`src/sv/esp_trailer_length_calc_macros.svh`:
```
// Assertion macros shared by the ESP trailer length calculator RTL.
`ifndef ESP_TRAILER_LENGTH_CALC_MACROS_SVH
`define ESP_TRAILER_LENGTH_CALC_MACROS_SVH

`ifndef SYNTHESIS

// Same-cycle implication, disabled while reset is asserted.
`define ETLC_ASSERT_IMP(lbl, clk, rst_n, ante, cons) \
    lbl: assert property (@(posedge clk) disable iff (!rst_n) (ante) |-> (cons)) \
        else $error("etlc assertion failed (same cycle)");

// Next-cycle implication, disabled while reset is asserted.
`define ETLC_ASSERT_NXT(lbl, clk, rst_n, ante, cons) \
    lbl: assert property (@(posedge clk) disable iff (!rst_n) (ante) |=> (cons)) \
        else $error("etlc assertion failed (next cycle)");

`else

`define ETLC_ASSERT_IMP(lbl, clk, rst_n, ante, cons)
`define ETLC_ASSERT_NXT(lbl, clk, rst_n, ante, cons)

`endif

`endif

```
`src/sv/etlc_pkg.sv`:
```
// Types, constants and size tables for the ESP trailer length calculator.
`default_nettype none

package etlc_pkg;

    localparam int ESP_HEADER_BYTES  = 8;
    localparam int ESP_TRAILER_BYTES = 2;

    localparam int PAYLOAD_W = 16;
    localparam int TFC_W     = 8;
    localparam int MODE_W    = 2;
    localparam int CIPHER_W  = 4;
    localparam int AUTH_W    = 4;
    localparam int PAD_W     = 8;
    localparam int LEN_W     = 17;
    localparam int IV_W      = 5;
    localparam int ICV_W     = 6;
    localparam int ERR_W     = 2;
    localparam int MASK_W    = 4;

    typedef enum logic [MODE_W-1:0] {
        MODE_NONE      = 2'd0,
        MODE_INTEGRITY = 2'd1,
        MODE_CONFIDENT = 2'd2,
        MODE_COMBINED  = 2'd3
    } esp_mode_t;

    typedef enum logic [ERR_W-1:0] {
        ERR_OK           = 2'd0,
        ERR_MODE_NONE    = 2'd1,
        ERR_ICV_MISSING  = 2'd2,
        ERR_PAD_OVERFLOW = 2'd3
    } err_code_t;

    localparam logic [CIPHER_W-1:0] CIPH_NONE   = 4'd0;
    localparam logic [CIPHER_W-1:0] CIPH_DES    = 4'd1;
    localparam logic [CIPHER_W-1:0] CIPH_3DES   = 4'd2;
    localparam logic [CIPHER_W-1:0] CIPH_AES_LO = 4'd3;
    localparam logic [CIPHER_W-1:0] CIPH_AES_HI = 4'd5;
    localparam logic [CIPHER_W-1:0] CIPH_CCM8_0 = 4'd6;
    localparam logic [CIPHER_W-1:0] CIPH_CCM8_1 = 4'd7;
    localparam logic [CIPHER_W-1:0] CIPH_CCM8_2 = 4'd8;
    localparam logic [CIPHER_W-1:0] CIPH_AES_M  = 4'd4;
    localparam logic [CIPHER_W-1:0] CIPH_CHACHA = 4'd15;

    localparam logic [AUTH_W-1:0] AUTH_MD5_96  = 4'd1;
    localparam logic [AUTH_W-1:0] AUTH_SHA1    = 4'd2;
    localparam logic [AUTH_W-1:0] AUTH_GMAC_0  = 4'd3;
    localparam logic [AUTH_W-1:0] AUTH_GMAC_1  = 4'd4;
    localparam logic [AUTH_W-1:0] AUTH_GMAC_2  = 4'd5;
    localparam logic [AUTH_W-1:0] AUTH_SHA256  = 4'd6;
    localparam logic [AUTH_W-1:0] AUTH_SHA384  = 4'd7;
    localparam logic [AUTH_W-1:0] AUTH_SHA512  = 4'd8;

    // Sizes for one item, handed from the lookup to the length arithmetic.
    typedef struct packed {
        logic [MASK_W-1:0] round_mask;
        logic [IV_W-1:0]   iv_bytes;
        logic [ICV_W-1:0]  icv_bytes;
        err_code_t         err;
    } etlc_sizes_t;

    // Rounding to the block size and then to 4 bytes is rounding to the larger of the two.
    function automatic logic [MASK_W-1:0] round_mask_of(input logic [CIPHER_W-1:0] cipher);
        logic [MASK_W-1:0] m;
        case (cipher) inside
            CIPH_NONE, CIPH_CHACHA: m = 4'd3;
            CIPH_DES, CIPH_3DES:    m = 4'd7;
            default:                m = 4'd15;
        endcase
        return m;
    endfunction

    function automatic logic [IV_W-1:0] cipher_iv_of(input logic [CIPHER_W-1:0] cipher);
        logic [IV_W-1:0] v;
        case (cipher) inside
            CIPH_NONE:                        v = 5'd0;
            CIPH_AES_LO, CIPH_AES_M, CIPH_AES_HI: v = 5'd16;
            default:                          v = 5'd8;
        endcase
        return v;
    endfunction

    function automatic logic [ICV_W-1:0] cipher_icv_of(input logic [CIPHER_W-1:0] cipher);
        logic [ICV_W-1:0] v;
        case (cipher) inside
            CIPH_CCM8_0, CIPH_CCM8_1, CIPH_CCM8_2: v = 6'd8;
            [4'd9:CIPH_CHACHA]:                    v = 6'd16;
            default:                               v = 6'd0;
        endcase
        return v;
    endfunction

    // Unknown auth codes act as auth none.
    function automatic logic [ICV_W-1:0] auth_icv_of(input logic [AUTH_W-1:0] auth);
        logic [ICV_W-1:0] v;
        case (auth) inside
            AUTH_MD5_96:                                       v = 6'd12;
            AUTH_SHA1:                                         v = 6'd20;
            AUTH_GMAC_0, AUTH_GMAC_1, AUTH_GMAC_2, AUTH_SHA256: v = 6'd16;
            AUTH_SHA384:                                       v = 6'd24;
            AUTH_SHA512:                                       v = 6'd32;
            default:                                           v = 6'd0;
        endcase
        return v;
    endfunction

    function automatic logic [IV_W-1:0] auth_iv_of(input logic [AUTH_W-1:0] auth);
        logic [IV_W-1:0] v;
        case (auth) inside
            AUTH_GMAC_0, AUTH_GMAC_1, AUTH_GMAC_2: v = 5'd8;
            default:                               v = 5'd0;
        endcase
        return v;
    endfunction

endpackage

`default_nettype wire

```
`src/sv/etlc_lookup.sv`:
```
// Mode, cipher and auth decode into round mask, IV size, ICV size and base error.
`default_nettype none

module etlc_lookup (
    input  wire logic [etlc_pkg::MODE_W-1:0]   esp_mode,
    input  wire logic [etlc_pkg::CIPHER_W-1:0] cipher_alg,
    input  wire logic [etlc_pkg::AUTH_W-1:0]   auth_alg,
    output etlc_pkg::etlc_sizes_t              sizes
);
    import etlc_pkg::*;

    logic [ICV_W-1:0] auth_icv;
    logic [ICV_W-1:0] comb_icv;

    assign auth_icv = auth_icv_of(auth_alg);
    assign comb_icv = (auth_icv != '0) ? auth_icv : cipher_icv_of(cipher_alg);

    always_comb
    begin
        sizes.round_mask = round_mask_of(cipher_alg);
        sizes.iv_bytes   = '0;
        sizes.icv_bytes  = '0;
        sizes.err        = ERR_OK;
        unique case (esp_mode_t'(esp_mode))
            MODE_NONE:
            begin
                sizes.err = ERR_MODE_NONE;
            end
            MODE_INTEGRITY:
            begin
                sizes.iv_bytes  = auth_iv_of(auth_alg);
                sizes.icv_bytes = auth_icv;
                if (auth_icv == '0)
                    sizes.err = ERR_ICV_MISSING;
            end
            MODE_CONFIDENT:
            begin
                sizes.iv_bytes = cipher_iv_of(cipher_alg);
            end
            MODE_COMBINED:
            begin
                sizes.iv_bytes  = cipher_iv_of(cipher_alg);
                sizes.icv_bytes = comb_icv;
                if (comb_icv == '0)
                    sizes.err = ERR_ICV_MISSING;
            end
            default:
            begin
                sizes.err = ERR_MODE_NONE;
            end
        endcase
    end

endmodule

`default_nettype wire

```
`src/sv/etlc_pad.sv`:
```
// Padding, padded length, total length and final error code for one item.
`default_nettype none

module etlc_pad (
    input  wire logic [etlc_pkg::PAYLOAD_W-1:0] payload_length,
    input  wire logic [etlc_pkg::TFC_W-1:0]     tfc_pad_length,
    input  wire etlc_pkg::etlc_sizes_t          sizes,
    output logic [etlc_pkg::PAD_W-1:0]          pad_length,
    output logic [etlc_pkg::LEN_W-1:0]          padded_length,
    output logic [etlc_pkg::LEN_W-1:0]          total_length,
    output logic [etlc_pkg::ERR_W-1:0]          error_code
);
    import etlc_pkg::*;

    logic [LEN_W-1:0] paddable;
    logic [LEN_W-1:0] mask;
    logic [LEN_W-1:0] padded;
    logic [LEN_W-1:0] pad;
    logic             pad_over;

    assign paddable = LEN_W'(payload_length) + LEN_W'(tfc_pad_length)
                    + LEN_W'(ESP_TRAILER_BYTES);
    assign mask     = LEN_W'(sizes.round_mask);
    assign padded   = (paddable + mask) & ~mask;
    assign pad      = padded - paddable;
    assign pad_over = |pad[LEN_W-1:PAD_W];

    assign pad_length    = pad[PAD_W-1:0];
    assign padded_length = padded;
    assign total_length  = LEN_W'(ESP_HEADER_BYTES) + LEN_W'(sizes.iv_bytes) + padded
                         + LEN_W'(sizes.icv_bytes);

    // Earlier errors win over pad overflow.
    always_comb
    begin
        if (sizes.err == ERR_OK && pad_over)
            error_code = ERR_PAD_OVERFLOW;
        else
            error_code = sizes.err;
    end

endmodule

`default_nettype wire

```
`src/sv/esp_trailer_length_calc.sv`:
```
// Top level of the ESP trailer length calculator: input register, lookup, arithmetic, result register.
//
//   channel   handshake          payload
//   -------   ----------------   ---------------------------------------------------
//   request   start / busy       payload_length tfc_pad_length esp_mode cipher_alg
//                                auth_alg
//   result    done (strobe)      pad_length padded_length iv_bytes icv_bytes
//                                total_length error_code
//
// One item per cycle. An item is captured in the input registers, and done rises
// when its result is loaded into the result registers; the path between the input and
// result registers is one table lookup followed by a 17-bit add/mask and a
// four-term add.
// busy never rises: the pipeline has no stall, and results are not held.
// Reset clears both valid flags; payload registers are not reset.
`default_nettype none
`include "esp_trailer_length_calc_macros.svh"

module esp_trailer_length_calc (
    input  wire logic                           clk,
    input  wire logic                           rst_n,
    input  wire logic                           start,
    output logic                                busy,
    input  wire logic [etlc_pkg::PAYLOAD_W-1:0] payload_length,
    input  wire logic [etlc_pkg::TFC_W-1:0]     tfc_pad_length,
    input  wire logic [etlc_pkg::MODE_W-1:0]    esp_mode,
    input  wire logic [etlc_pkg::CIPHER_W-1:0]  cipher_alg,
    input  wire logic [etlc_pkg::AUTH_W-1:0]    auth_alg,
    output logic                                done,
    output logic [etlc_pkg::PAD_W-1:0]          pad_length,
    output logic [etlc_pkg::LEN_W-1:0]          padded_length,
    output logic [etlc_pkg::IV_W-1:0]           iv_bytes,
    output logic [etlc_pkg::ICV_W-1:0]          icv_bytes,
    output logic [etlc_pkg::LEN_W-1:0]          total_length,
    output logic [etlc_pkg::ERR_W-1:0]          error_code
);
    import etlc_pkg::*;

    logic                 accept;
    logic                 in_valid_reg;
    logic [PAYLOAD_W-1:0] payload_reg;
    logic [TFC_W-1:0]     tfc_reg;
    logic [MODE_W-1:0]    mode_reg;
    logic [CIPHER_W-1:0]  cipher_reg;
    logic [AUTH_W-1:0]    auth_reg;

    etlc_sizes_t          sizes;
    logic [PAD_W-1:0]     pad_next;
    logic [LEN_W-1:0]     padded_next;
    logic [LEN_W-1:0]     total_next;
    logic [ERR_W-1:0]     err_next;

    logic                 out_valid_reg;
    logic [PAD_W-1:0]     pad_reg;
    logic [LEN_W-1:0]     padded_reg;
    logic [IV_W-1:0]      iv_reg;
    logic [ICV_W-1:0]     icv_reg;
    logic [LEN_W-1:0]     total_reg;
    logic [ERR_W-1:0]     err_reg;

    assign busy   = 1'b0;
    assign accept = start && !busy;

    always_ff @(posedge clk or negedge rst_n)
    begin
        if (!rst_n)
        begin
            in_valid_reg  <= 1'b0;
            out_valid_reg <= 1'b0;
        end
        else
        begin
            in_valid_reg  <= accept;
            out_valid_reg <= in_valid_reg;
        end
    end

    always_ff @(posedge clk)
    begin
        if (accept)
        begin
            payload_reg <= payload_length;
            tfc_reg     <= tfc_pad_length;
            mode_reg    <= esp_mode;
            cipher_reg  <= cipher_alg;
            auth_reg    <= auth_alg;
        end
    end

    etlc_lookup u_lookup (
        .esp_mode   (mode_reg),
        .cipher_alg (cipher_reg),
        .auth_alg   (auth_reg),
        .sizes      (sizes)
    );

    etlc_pad u_pad (
        .payload_length (payload_reg),
        .tfc_pad_length (tfc_reg),
        .sizes          (sizes),
        .pad_length     (pad_next),
        .padded_length  (padded_next),
        .total_length   (total_next),
        .error_code     (err_next)
    );

    always_ff @(posedge clk)
    begin
        if (in_valid_reg)
        begin
            pad_reg    <= pad_next;
            padded_reg <= padded_next;
            iv_reg     <= sizes.iv_bytes;
            icv_reg    <= sizes.icv_bytes;
            total_reg  <= total_next;
            err_reg    <= err_next;
        end
    end

    assign done          = out_valid_reg;
    assign pad_length    = pad_reg;
    assign padded_length = padded_reg;
    assign iv_bytes      = iv_reg;
    assign icv_bytes     = icv_reg;
    assign total_length  = total_reg;
    assign error_code    = err_reg;

    `ETLC_ASSERT_NXT(a_accept_loads, clk, rst_n, accept, in_valid_reg)
    `ETLC_ASSERT_NXT(a_stage_to_done, clk, rst_n, in_valid_reg, done)
    `ETLC_ASSERT_IMP(a_padded_aligned, clk, rst_n, done, padded_length[1:0] == 2'b00)
    `ETLC_ASSERT_IMP(a_mode_none_sizes, clk, rst_n, done && error_code == ERR_MODE_NONE, iv_bytes == '0 && icv_bytes == '0)
    `ETLC_ASSERT_IMP(a_total_sum, clk, rst_n, done, total_length == LEN_W'(ESP_HEADER_BYTES) + LEN_W'(iv_bytes) + padded_length + LEN_W'(icv_bytes))

endmodule

`default_nettype wire

```
`config.mk`:
```
export PLATFORM = sky130hd
export DESIGN_NAME = esp_trailer_length_calc
export DESIGN_NICKNAME = d
export VERILOG_FILES = /design/src/sv/etlc_pkg.sv /design/src/sv/etlc_lookup.sv /design/src/sv/etlc_pad.sv /design/src/sv/esp_trailer_length_calc.sv
export VERILOG_INCLUDE_DIRS = /design/src /design/src/sv
export SDC_FILE = /design/constraint.sdc
export NUM_CORES = 1
export LEC_CHECK = 0
export ABC_AREA = 0
export BUFFER_PORTS_ARGS = -buffer_cell sky130_fd_sc_hd__buf_4
export CORE_UTILIZATION = 61
export CTS_CLUSTER_SIZE = 28
export DETAILED_ROUTE_END_ITERATION = 6
export HOLD_SLACK_MARGIN = 0.1
export PLACE_DENSITY_LB_ADDON = 0.2
export SETUP_SLACK_MARGIN = 0.5
export SLEW_MARGIN = 20
export SYNTH_ARGS = -nofsm -noshare
export SYNTH_HDL_FRONTEND = slang
export SYNTH_SLANG_ARGS = --single-unit
```
`constraint.sdc`:
```
create_clock -name clk -period 9.8 [get_ports clk]
set_input_delay 1.96 -clock clk [delete_from_list [all_inputs] [get_ports clk]]
set_output_delay 1.96 -clock clk [all_outputs]
set_load 0.03 [all_outputs]
```
== Yosys cells after proc, flatten, opt, wreduce, memory -nomap -nowiden ==
Cells that the tools add are included.
Storage, ports and cells
  bits in registers: 91
  bits of input ports: 37
  output and inout port bits: 57
  word-level logic and storage cells: 78
Cells by class
  add/subtract/negate cells: 7
  order comparisons: 2
  equal/unequal tests: 20
  mux-type cells: 18
  bitwise gates (word level): 2
  reductions and logical operators: 16
Operator list (number)
  two-way mux 6 bit: 6
  equality test 4 x 3 -> 1 bit, second input constant: 8
  two-way mux 5 bit: 4
  adder 16 x 8 -> 17 bit: 1
  adder 17 bit: 1
  adder 17 x 2 -> 17 bit, second input constant: 1
  adder 17 x 4 -> 17 bit: 1
  adder 17 x 6 -> 17 bit: 1
  AND 17 bit: 1
  inverter 4 -> 17 bit: 1
  subtractor 17 bit: 1
  equality test 4 x 2 -> 1 bit, second input constant: 4
  equality test 4 bit, second input constant: 3
  zero test 6 bit: 2
  two-way mux 4 bit: 3
  case mux 6 bit (2 select lines): 1
  case mux 5 bit (2 select lines): 1
  OR reduction 3 bit: 3
  OR reduction 9 bit: 1
  equality test 4 x 1 -> 1 bit, second input constant: 2
  adder 4 x 5 -> 6 bit, first input constant: 1
  case mux 2 bit (3 select lines): 1
  nonzero test 6 bit: 1
  OR reduction 2 bit: 3
  other kinds (9): 13

== Depth between registers and ports, before layout ==
Gate-level depths: netlist (run 1).
  depth after elaboration: 13
  mapped depth: 23
  gate-level depth less buffers: 22

== By module ==
A second synthesis (run 1) with hierarchy kept.
Unflattened totals
  cell total of the unflattened synthesis: 515
  area total of the unflattened synthesis: 5990.7 µm²
By module, submodules not included
  etlc_pad: instances 1, cells each 372, area an instance 2915.3 µm², seq. area each 0.0 µm²
  esp_trailer_length_calc: instances 1, cells each 93, area an instance 2733.9 µm², seq. area each 2722.6 µm²
  etlc_lookup: instances 1, cells each 50, area an instance 341.6 µm², seq. area each 0.0 µm²

== Worst setup path after synthesis (run 1) ==
OpenSTA, ideal clock, no wires.
  path type: reg2reg
  start point: register payload_reg[1]
  end point: register err_reg[1] (netlist: error_code[1]), data pin
  setup time: 0.261 ns
  arrival: 4.924 ns
  required time: 9.539 ns
  path slack: 4.615 ns
  cell stages (with the launch flop): 24
  path buffers: 1
  clock period less this slack: 5.185 ns
  cell sequence: edfxtp_1 > inv_1 > ha_1 > inv_1 > ha_1 > fa_1 > xor2_1 > ha_1 > nand2_1 > o21ai_0 > and3_1 > nand3_1 > nor4_2 > ha_1 > clkbuf_1 > xnor2_1 > xnor2_1 > nor3_1 > o2111ai_1 > o211ai_2 > mux2i_1 > o311ai_1 > or4_1 > o32a_1
On the way
  word-level cells in the longest chain between the ends: 7
Ends and longest elaborated chain
  from (decl): RTL line esp_trailer_length_calc.sv:41  | logic [PAYLOAD_W-1:0] payload_reg;
  from (signal assigned): RTL line esp_trailer_length_calc.sv:82  | payload_reg <= payload_length;
  adder 16 x 8 -> 17 bit *: RTL line etlc_pad.sv:21  | assign paddable = LEN_W'(payload_length) + LEN_W'(tfc_pad_length)
  adder 17 x 2 -> 17 bit *: RTL line etlc_pad.sv:22  | + LEN_W'(ESP_TRAILER_BYTES);
  adder 17 x 4 -> 17 bit: RTL line etlc_pad.sv:24  | assign padded = (paddable + mask) & ~mask;
  AND 17 bit: RTL line etlc_pad.sv:24
  subtractor 17 bit *: RTL line etlc_pad.sv:25  | assign pad = padded - paddable;
  OR reduction 9 bit *: RTL line etlc_pad.sv:26  | assign pad_over = |pad[LEN_W-1:PAD_W];
  logical AND 1 bit *: RTL line etlc_pad.sv:36  | if (sizes.err == ERR_OK && pad_over)
  to (signal assigned): RTL line esp_trailer_length_calc.sv:116  | err_reg <= err_next;
  to (decl): RTL line esp_trailer_length_calc.sv:59  | logic [ERR_W-1:0] err_reg;
Every way passes the cells marked *; elsewhere a longest branch is shown, timed or not.
A chain may end at the register's enable or synchronous reset.

== Worst setup path after layout (run 1) ==
Ends and elaborated chain as after synthesis.

==> impl_metrics.py, run 1 <==
metrics = {
    "floorplanning": {
        "start_util_pct": 64.22,
        "ioPinCount": 94,
        "chipWidth_um": 95.71,
        "die_h_um": 95.71,
        "core_region_area_um2": 8341,
        "die_area_um2": 9159,
        "row_count": 33,
    },
    "global_route": {
        "track_usage_pct": 26.44,
        "antenna_found_initial": 0,
        "grt_pass1_vias": 3869,
        "grt_max_degree": 48,
        "overflow": 0,
        "grt_pass1_wl_um": 18060,
    },
    "timing": {
        "finalSetupViolCount": 0,
        "slew_violations": 0,
        "tns_ns": 0,
        "min_period_ns": 5.858,
        "finClkSkew_ns": 0.01501,
        "fin_crit_sh_pct": 59.77,
        "fmax_mhz": 170.7,
        "setup_ws_ns": 3.942,
        "tightest_slew_ns": 1.019,
        "maxSlewHeadroom_pct": 32.09,
        "hold_viol_final": 0,
        "rsz0062_at_grt": "false",
    },
    "detailed_routing": {
        "drc": 0,
        "wirelength_met1_um": 4791,
        "vias": 4003,
        "wl_met3_um": 790,
        "drt_iter0_drc": 242,
        "firstDrtPassIters": 5,
        "finalWirelength_um": 11540,
        "wire_per_inst_um": 17.14,
        "wl_met2_um": 5808,
        "post_drt_via_cell_ratio": 5.948,
        "top_layer": "met4",
        "antenna_left": 0,
    },
    "worst_setup_path": {
        "crit_required_ns": 9.93,
        "crit_slowest_cell": "fa_1",
        "critPathMaxStageDelay_ns": 0.53,
        "r2r-start": "payload_reg[1]",
        "cpLargestDelayFamily": "simple AND/OR/NAND/NOR gates",
        "rrSetupSlack_ns": 3.94,
        "critPathCaptureType": "register",
        "worstSetupPathType": "reg2reg",
        "r2r_end": "error_code[1]",
        "path_common_cell": "ha_1",
        "critPathLaunchType": "register",
        "ff2ff_path_depth": 21,
        "cp_num_buf_inv": 2,
        "crit_chain": "inv_1, ha_1, inv_1, ha_1, fa_1, ha_1, nand2b_1, a21oi_1, and3_1, nand3_1, nor4_4, and3_1, ha_1, xnor2_1, xnor2_1, nand2_1, nor2_1, a22o_1, o311ai_1, or4_1, o32a_1",
        "path_max_fanout": 5,
        "arrival_ns": 5.99,
    },
    "synthesis": {
        "synth-simple-area-share_pct": 13.20,
        "synth_edf_count": 80,
        "ys_seq_elements": 82,
        "synth_seq_area_share_pct": 45.78,
        "synth_mux_area_share_pct": 2.663,
        "synth_xor_area_share_pct": 9.647,
        "ys_warn_count": 0,
        "avgSynthCellArea_um2": 11.23,
        "syn_area_um2": 5356,
        "yosys.cell_types.count": 74,
        "synth_top_family_by_area": "simple AND/OR/NAND/NOR gates",
        "synthArstFlopShare_pct": 2.439,
        "synth_fa_ha_area_share_pct": 10.51,
        "synth_cells": 477,
        "ys.flop_type": "edfxtp_1",
        "synth_compound_area_share_pct": 12.57,
    },
    "power": {
        "power_density_nw_per_um2": 260.2,
        "ir_worst_vdd_mv": 0.1634,
        "p_leak_nw": 2.622,
    },
    "clock_tree": {
        "root_buffer": "clkbuf_8",
        "postCtsHoldBufs": 0,
        "clk_pin_slew_worst_paths_ns": 0.10,
        "cts_buffers": 9,
        "clock-sinks": 82,
        "cts.path.max_buffers": 2,
        "htreeDepth": 3,
        "ctsResizeCount": 0,
        "post_cts_buffers": 0,
        "cts_tree": "yes",
        "clock_latency_ns": 0.37,
    },
    "worst_hold_path": {
        "hold_path.class": "reg2reg",
        "hold_depth": 1,
        "holdCritStartpoint": "tfc_reg[0]",
        "min_to": "pad_length[0]",
    },
    "finish": {
        "drive_gt1_share_pct": 22.01,
        "nNetsFinal": 642,
        "largest_reg_flops": 16,
        "layout_common_cells": "83 x buf_4, 80 x edfxtp_1, 46 x inv_1, 37 x xnor2_1, 37 x ha_1",
        "n_antenna_cell": 0,
        "synthToLayoutAreaGrowth_pct": 16.98,
        "layout_commonest_cell": "buf_4",
    },
    "status": {
        "outcome": "completed",
    },
    "placement": {
        "pre_cts_slack_ns": 3.928,
        "io_buffers": 83,
        "place_congestion": 0.8512,
        "hpwlAfterDp_um": 8953,
    },
    "job": {
        "cap_violations": 0,
    },
}
-- cell families after synthesis --
family                   Yosys count
AND/OR/NAND/NOR                  130
AO/OA/AOI/OAI                     89
buffers and inverters             67
multiplexers                      14
flip-flops                        82
other                              1
adder cells (fa/ha/maj)           42
XOR/XNOR                          52
-- metrics by stage --
step,hold WS (ns),power [mW],std cells,util (%),cell area [um2]
floorplan,0.5564,1.127,486,-,5390
global placement,0.5790,1.312,657,72.38,6037
detailed placement,0.5783,1.336,657,72.38,6037
CTS,0.6089,1.623,673,75.13,6266
global route,0.6503,1.716,673,75.13,6266
finish,0.6140,1.630,673,75.13,6266
-- worst register-to-register path: cells and delay by family (launching register included) --
family	cells	cell delay, ns
compound gates	4	0.91
buf+inv	2	0.09
fa+ha+maj	5	1.74
simple gates	8	2.05
xor+xnor	2	0.51
flops	1	0.34
-- cells in the mapped netlist, types with 12 or more instances --
cell      count  share of area [%]
nor3_1       14                1.3
inv_1        46                3.2
nor2_1       29                2.0
a21oi_1      18                1.7
xnor2_1      37                6.0
mux2i_1      12                2.2
edfxtp_1     80                 45
nand3_1      15                1.4
ha_1         37                8.6
o21ai_0      15                1.4
nand2_1      26                1.8
-- final cells by class --
type | instances | area, um2
tap | 105 | 131.4
timing repair buffer | 83 | 623.1
inverter | 50 | 188.9
sequential | 82 | 2454
clock inverter | 7 | 105.1
multi-input combinational | 337 | 2640
fill | 562 | 2074
clock buffer | 9 | 123.9
-- worst max path at each step --
stage	startpoint	endpoint	slack, ns	cells after the start
floorplan	payload_reg[1]	error_code[1]	4.61	23
global placement	payload_reg[1]	error_code[1]	4.10	19
detailed placement	payload_reg[1]	error_code[1]	3.93	19
CTS	payload_reg[1]	error_code[1]	3.89	19
global route	tfc_reg[1]	error_code[1]	3.51	19
finish	payload_reg[1]	error_code[1]	3.94	21
-- power by group --
group / switching (mW) / leakage [nW] / internal [mW]
Clock: 0.138 / 0.113 / 0.148
Sequential: 0.0309 / 0.803 / 0.485
Combinational: 0.501 / 1.71 / 0.327
Total: 0.670 / 2.62 / 0.960
-- layer usage --
metal	vias to the layer above	global-route usage, %
met4	0	8.085
met1	1909	33.54
met3	14	5.213
met2	174	45.71
li1	1906	-
met5	-	0
Power figures use the tool's default switching activity.
==> run 2, diff against run 1 <==
--- a/config.mk
+++ b/config.mk
@@ -8,7 +8,7 @@
 export LEC_CHECK = 0
 export ABC_AREA = 0
 export BUFFER_PORTS_ARGS = -buffer_cell sky130_fd_sc_hd__buf_4
-export CORE_UTILIZATION = 61
+export CORE_UTILIZATION = 57
 export CTS_CLUSTER_SIZE = 28
 export DETAILED_ROUTE_END_ITERATION = 6
 export HOLD_SLACK_MARGIN = 0.1
==> constraint.sdc (replaced) <==
create_clock -name clk -period 5.6 [get_ports clk]
set_input_delay 1.12 -clock clk [delete_from_list [all_inputs] [get_ports clk]]
set_output_delay 1.12 -clock clk [all_outputs]
set_load 0.03 [all_outputs]
==> impl_metrics.py, run 2 (synthesized netlist as in run 1, its figures left out) <==
metrics = {
    "status": {
        "outcome": "completed",
    },
    "clock_tree": {
        "cts_buffers": 9,
        "clock_latency_ns": 0.37,
        "root_buffer": "clkbuf_8",
        "clock-sinks": 82,
        "cts_tree": "yes",
        "clk_pin_slew_worst_paths_ns": 0.10,
        "htreeDepth": 3,
        "postCtsHoldBufs": 0,
        "cts.path.max_buffers": 2,
    },
    "finish": {
        "layout_commonest_cell": "buf_4",
        "largest_reg_flops": 16,
        "regArea_um2": 2454,
        "drive_gt1_share_pct": 39.00,
        "synthToLayoutAreaGrowth_pct": 32.47,
        "nNetsFinal": 692,
        "n_antenna_cell": 0,
        "multi_input_area_um2": 3107,
        "layout_common_cells": "131 x buf_4, 80 x edfxtp_1, 42 x inv_1, 27 x xnor2_1, 26 x ha_1",
        "nFillCells": 578,
    },
    "worst_setup_path": {
        "cpLargestDelayFamily": "compound AO/OA/AOI/OAI gates",
        "crit_required_ns": 5.72,
        "crit_chain": "inv_1, ha_1, inv_2, ha_4, fa_2, a211oi_4, buf_6, o21ai_2, xor2_2, buf_4, inv_2, nor4_4, nand2b_2, nor2_4, ha_4, o21a_4, nor3_4, o2111ai_2, o211ai_2, mux2i_1, o311ai_1, or4_4, o32a_1",
        "cp_num_buf_inv": 5,
        "rrSetupSlack_ns": 0.40,
        "critPathCaptureType": "register",
        "cp.depth": 23,
        "ff2ff_path_depth": 23,
        "path_max_fanout": 6,
        "critPathLaunchType": "register",
        "crit_slowest_cell": "or4_4",
        "arrival_ns": 5.32,
        "worstSetupPathType": "reg2reg",
        "critPathMaxStageDelay_ns": 0.44,
    },
    "power": {
        "clock_power_share_pct": 13.3,
        "p_seq_share_pct": 28.0,
        "power_density_nw_per_um2": 455.7,
        "power_switching_share_pct": 42.10,
        "combPwrFrac_pct": 58.8,
        "p_leak_nw": 2.944,
        "p_int_mw": 1.872,
        "ir_worst_vdd_mv": 0.2550,
        "p_switching_mw": 1.361,
    },
    "timing": {
        "finClkSkew_ns": 0.01683,
        "maxSlewHeadroom_pct": 35.41,
        "tightest_slew_ns": 0.9688,
        "fmax_mhz": 192.4,
        "slew_violations": 0,
        "fin_hold_ws_ns": 0.5105,
        "hold_viol_final": 0,
        "tns_ns": 0,
        "min_period_ns": 5.198,
        "finalSetupViolCount": 0,
        "rsz0062_at_grt": "true",
        "fin_crit_sh_pct": 92.82,
    },
    "detailed_routing": {
        "antenna_left": 0,
        "wl_met2_um": 6556,
        "wirelength_met1_um": 5339,
        "vias": 4160,
        "top_layer": "met4",
        "firstDrtPassIters": 5,
        "wire_per_inst_um": 17.26,
        "post_drt_via_cell_ratio": 5.706,
        "drt_iter0_drc": 143,
        "drc": 0,
        "finalWirelength_um": 12580,
        "wl_met3_um": 506,
    },
    "global_route": {
        "track_usage_pct": 25.70,
        "grt_pass1_vias": 4073,
        "grt_pass1_wl_um": 19310,
        "antenna_found_initial": 0,
        "overflow": 0,
        "grt_max_degree": 48,
    },
    "worst_hold_path": {
        "hold_path.class": "in2async",
    },
    "placement": {
        "io_buffers": 83,
        "hpwlAfterDp_um": 8578,
        "place_congestion": 0.8353,
    },
    "floorplanning": {
        "die_area_um2": 9789,
        "row_count": 35,
        "chipWidth_um": 98.94,
        "ioPinCount": 94,
        "core_region_area_um2": 9153,
        "die_h_um": 98.94,
        "start_util_pct": 58.52,
    },
    "job": {
        "cap_violations": 0,
    },
}
[run 2: changes by cell type in the layout (fill, tap and decap cells not counted), sizes merged]
| cell | previous run | this run |
|---|---|---|
| buf | 83 | 133 |
| bufinv | 2 | 0 |
| clkinv | 1 | 2 |
| clkinvlp | 1 | 2 |
[run 2: area by class of cell]
cell class | count | area share [%]
multi-input cells | 337 | 43.78
flip-flops and latches | 82 | 34.58
repair buffers | 133 | 14.18
inverters | 50 | 2.751
well taps | 111 | 1.957
clock buffers | 9 | 1.746
clock inverters | 7 | 1.005
[run 2: power by group through the flow]
stage	registers, mW	logic, mW	clock network, mW
after floorplan	1.09	0.891	0
after global placement	0.912	1.44	0
after detailed placement	0.920	1.46	0
after CTS	0.906	1.73	0.438
after global routing	0.919	2.01	0.461
final	0.904	1.90	0.430
[run 2: stage by stage]
stage | power, mW | worst slack (ns) | util, % | area (um2) | cells
5_1_grt | 3.391 | 0.2117 | 77.53 | 7096 | 729
3_5_place_dp | 2.382 | 0.06780 | 67.26 | 6156 | 675
6_report | 3.233 | 0.4018 | 77.53 | 7096 | 729
2_1_floorplan | 1.979 | 0.5015 | - | 5411 | 486
3_3_place_gp | 2.349 | 0.1162 | 67.26 | 6156 | 675
4_1_cts | 3.076 | 0.4933 | 75.24 | 6887 | 720
[run 2: metal layers]
metal,global-route usage (%),vias up
li1,-,2009
met1,32.49,2005
met2,45.02,129
met3,3.830,17
met4,8.955,0
met5,0,-
[run 2: worst register-to-register path: stages, from the launching register on]
cell	delay (ns)
edfxtp_1	0.35
inv_1	0.05
ha_1	0.28
inv_2	0.05
ha_4	0.16
fa_2	0.41
a211oi_4	0.28
buf_6	0.15
o21ai_2	0.07
xor2_2	0.21
buf_4	0.15
inv_2	0.08
nor4_4	0.35
nand2b_2	0.13
nor2_4	0.11
ha_4	0.24
o21a_4	0.15
nor3_4	0.20
o2111ai_2	0.16
o211ai_2	0.17
mux2i_1	0.29
o311ai_1	0.13
or4_4	0.44
o32a_1	0.35
[run 2: worst paths after layout]
path / end / from
max: error_code[1] / tfc_reg[1]
min: in_valid_reg / rst_n
max reg2reg: error_code[1] / tfc_reg[1]
min reg2reg: pad_length[0] / tfc_reg[0]
max in group asynchronous: in_valid_reg / rst_n
min in group clk: pad_length[0] / tfc_reg[0]
[run 2: what timing repair did]
| action | CTS | global route |
|---|---|---|
| pin swaps | 34 | 12 |
| setup endpoints to repair | 2 | 7 |
| setup buffers | 29 | 9 |
| resized for setup | 62 | 26 |
==> run 3, diff against run 2 <==
--- a/config.mk
+++ b/config.mk
@@ -8,7 +8,7 @@
 export LEC_CHECK = 0
 export ABC_AREA = 0
 export BUFFER_PORTS_ARGS = -buffer_cell sky130_fd_sc_hd__buf_4
-export CORE_UTILIZATION = 57
+export CORE_UTILIZATION = 55
 export CTS_CLUSTER_SIZE = 28
 export DETAILED_ROUTE_END_ITERATION = 6
 export HOLD_SLACK_MARGIN = 0.1
@@ -17,4 +17,5 @@
 export SLEW_MARGIN = 20
 export SYNTH_ARGS = -nofsm -noshare
 export SYNTH_HDL_FRONTEND = slang
+export SYNTH_HIERARCHICAL = 1
 export SYNTH_SLANG_ARGS = --single-unit
==> impl_metrics.py, run 3 <==
metrics = {
    "synthesis": {
        "ys_top_cells_by_count": "89 x edfxtp_1, 49 x inv_1, 45 x ha_1, 31 x nor2_1, 29 x xnor2_1",
        "synthArstFlopShare_pct": 2.198,
        "synth_cells": 515,
        "synth_edf_count": 89,
        "synthTopCellsByArea": "edfxtp_1 45%, ha_1 9.4%, xnor2_1 4.2%",
        "yosys.cell_types.count": 78,
        "synth_top_cell_by_area": "edfxtp_1",
        "ys_warn_count": 6,
        "avgSynthCellArea_um2": 11.63,
        "synth_seq_area_share_pct": 45.45,
        "ys_seq_elements": 91,
        "yosysTopAreaCellShare_pct": 44.61,
        "syn_area_um2": 5991,
        "synth_most_common_cell": "edfxtp_1",
        "ys.flop_type": "edfxtp_1",
    },
    "global_route": {
        "antenna_found_initial": 0,
        "track_usage_pct": 22.99,
        "grt_pass1_vias": 4048,
        "grt_pass1_wl_um": 19670,
        "grt_max_degree": 57,
        "overflow": 0,
    },
    "worst_setup_path": {
        "crit_chain": "inv_1, ha_1, inv_1, ha_2, fa_2, xor2_2, ha_1, buf_4, nor2_1, a21oi_2, nand3_1, inv_1, ha_1, inv_1, xnor2_1, o211a_1, o21bai_4, a2111oi_4, nor3_2, nor4b_2, nor4b_4, a32oi_1",
        "path_common_cell": "inv_1",
        "r2r_end": "error_code[0]",
        "critPathMaxStageDelay_ns": 0.40,
        "crit_slowest_cell": "fa_2",
        "arrival_ns": 5.00,
        "cp_num_buf_inv": 5,
        "cpLargestDelayFamily": "adder cells",
        "ff2ff_path_depth": 22,
        "critPathCaptureType": "register",
        "crit_required_ns": 5.70,
        "worstSetupPathType": "reg2reg",
        "critPathLaunchType": "register",
        "rrSetupSlack_ns": 0.70,
        "path_max_fanout": 4,
        "r2r-start": "tfc_reg[1]",
    },
    "finish": {
        "n_antenna_cell": 0,
        "layout_common_cells": "113 x buf_4, 89 x edfxtp_1, 43 x inv_1, 37 x ha_1, 28 x nor2_1",
        "nNetsFinal": 720,
        "layout_commonest_cell": "buf_4",
        "nFillCells": 797,
        "drive_gt1_share_pct": 33.07,
        "synthToLayoutAreaGrowth_pct": 23.37,
    },
    "floorplanning": {
        "row_count": 37,
        "ioPinCount": 94,
        "die_area_um2": 11310,
        "start_util_pct": 57.26,
        "die_h_um": 106.4,
        "chipWidth_um": 106.4,
        "core_region_area_um2": 10460,
    },
    "clock_tree": {
        "clock_latency_ns": 0.37,
        "cts.path.max_buffers": 2,
        "cts_buffers": 9,
        "clock-sinks": 91,
        "postCtsHoldBufs": 0,
        "root_buffer": "clkbuf_8",
        "htreeDepth": 3,
        "clk_pin_slew_worst_paths_ns": 0.09,
        "cts_tree": "yes",
    },
    "timing": {
        "fin_crit_sh_pct": 87.42,
        "finalSetupViolCount": 0,
        "hold_viol_final": 0,
        "fmax_mhz": 204.3,
        "slew_violations": 0,
        "tns_ns": 0,
        "maxSlewHeadroom_pct": 52.02,
        "tightest_slew_ns": 0.7197,
        "min_period_ns": 4.896,
        "rsz0062_at_grt": "false",
        "finClkSkew_ns": 0.008095,
    },
    "status": {
        "outcome": "completed",
    },
    "detailed_routing": {
        "antenna_left": 0,
        "post_drt_via_cell_ratio": 5.601,
        "wire_per_inst_um": 16.55,
        "drc": 0,
        "firstDrtPassIters": 4,
        "finalWirelength_um": 12760,
        "vias": 4318,
        "drt_iter0_drc": 162,
    },
    "power": {
        "ir_worst_vdd_mv": 0.3474,
        "power_density_nw_per_um2": 427.6,
        "power_mw": 3.160,
        "p_leak_nw": 3.143,
    },
    "placement": {
        "hpwlAfterDp_um": 9674,
        "io_buffers": 92,
        "place_congestion": 0.8780,
    },
    "job": {
        "cap_violations": 0,
    },
    "worst_hold_path": {
        "hold_path.class": "in2async",
    },
}
## run 3: where the power goes
part	switching, mW	total [mW]	internal [mW]	leakage, nW
registers	0.0597	0.996	0.936	0.904
logic	1.02	1.77	0.748	2.16
clock network	0.235	0.398	0.163	0.0799
## run 3: worst max path at each step
stage	startpoint	to	slack, ns	depth (start not counted)
floorplan	payload_reg[1]	error_code[0]	0.73	21
global placement	payload_reg[1]	error_code[1]	0.35	21
detailed placement	tfc_reg[1]	error_code[0]	0.23	21
CTS	tfc_reg[1]	error_code[0]	0.51	25
global route	payload_reg[1]	error_code[0]	0.46	22
finish	tfc_reg[1]	error_code[0]	0.70	22
## run 3: cells by family (layout without fill, tap and decap cells)
logic type	Yosys count	after routing	synth area share, %
xor gates and xnor gates	51	51	9.106
adders and majority gates	53	53	12.07
buffers and inverters	66	181	5.054
DFF	91	91	45.45
AOI/OAI and AO/OA	107	107	13.68
other	3	8	0.1880
and+or+nand+nor	136	136	12.99
muxes	8	8	1.462
## run 3: metal layers
metal / track usage [%] / share of wire [%] / wire length [um] / up-vias
li1: - / - / - / 2109
met1: 31.44 / 47 / 6053 / 2074
met2: 36.92 / 47 / 5995 / 118
met3: 2.943 / 3.6 / 460 / 17
met4: 9.722 / 1.9 / 248 / 0
met5: 0 / 0 / 0 / -
## run 3: stage by stage
step	hold WS [ns]	setup WS, ns	instance area (um2)	instances	utilization (%)
6_report	0.5090	0.7044	7391	771	70.64
5_1_grt	0.4928	0.4644	7391	771	70.64
4_1_cts	0.4975	0.5083	7078	758	67.65
3_5_place_dp	0.6744	0.2289	6790	737	64.90
3_3_place_gp	0.6665	0.3511	6788	737	64.88
2_1_floorplan	0.6069	0.7274	6010	520	-
## run 3: what timing repair did
action	CTS	global route
buffers inserted	5	13
gates resized for setup	14	48
pin swaps	5	19
setup endpoints to repair	2	10
## run 3: final cells by class
| type | instances | area, um2 | share of cell area (%) |
|---|---|---|---|
| Clock inverter | 5 | 37.54 | 0.5079 |
| Multi-Input combinational cell | 363 | 3269 | 44.24 |
| Tap cell | 136 | 170.2 | 2.302 |
| Clock buffer | 11 | 131.4 | 1.778 |
| Inverter | 52 | 207.7 | 2.810 |
| Sequential cell | 91 | 2726 | 36.89 |
| Timing Repair Buffer | 113 | 848.3 | 11.48 |
## run 3: worst reg2reg max path, stage by stage, from the launching register on
cell and delay (ns):
edfxtp_1 0.33, inv_1 0.04, ha_1 0.26, inv_1 0.04, ha_2 0.19, fa_2 0.40, xor2_2 0.17, ha_1 0.30
buf_4 0.14, nor2_1 0.13, a21oi_2 0.08, nand3_1 0.13, inv_1 0.07, ha_1 0.30, inv_1 0.11, xnor2_1 0.32
o211a_1 0.29, o21bai_4 0.11, a2111oi_4 0.41, nor3_2 0.08, nor4b_2 0.32, nor4b_4 0.27, a32oi_1 0.14
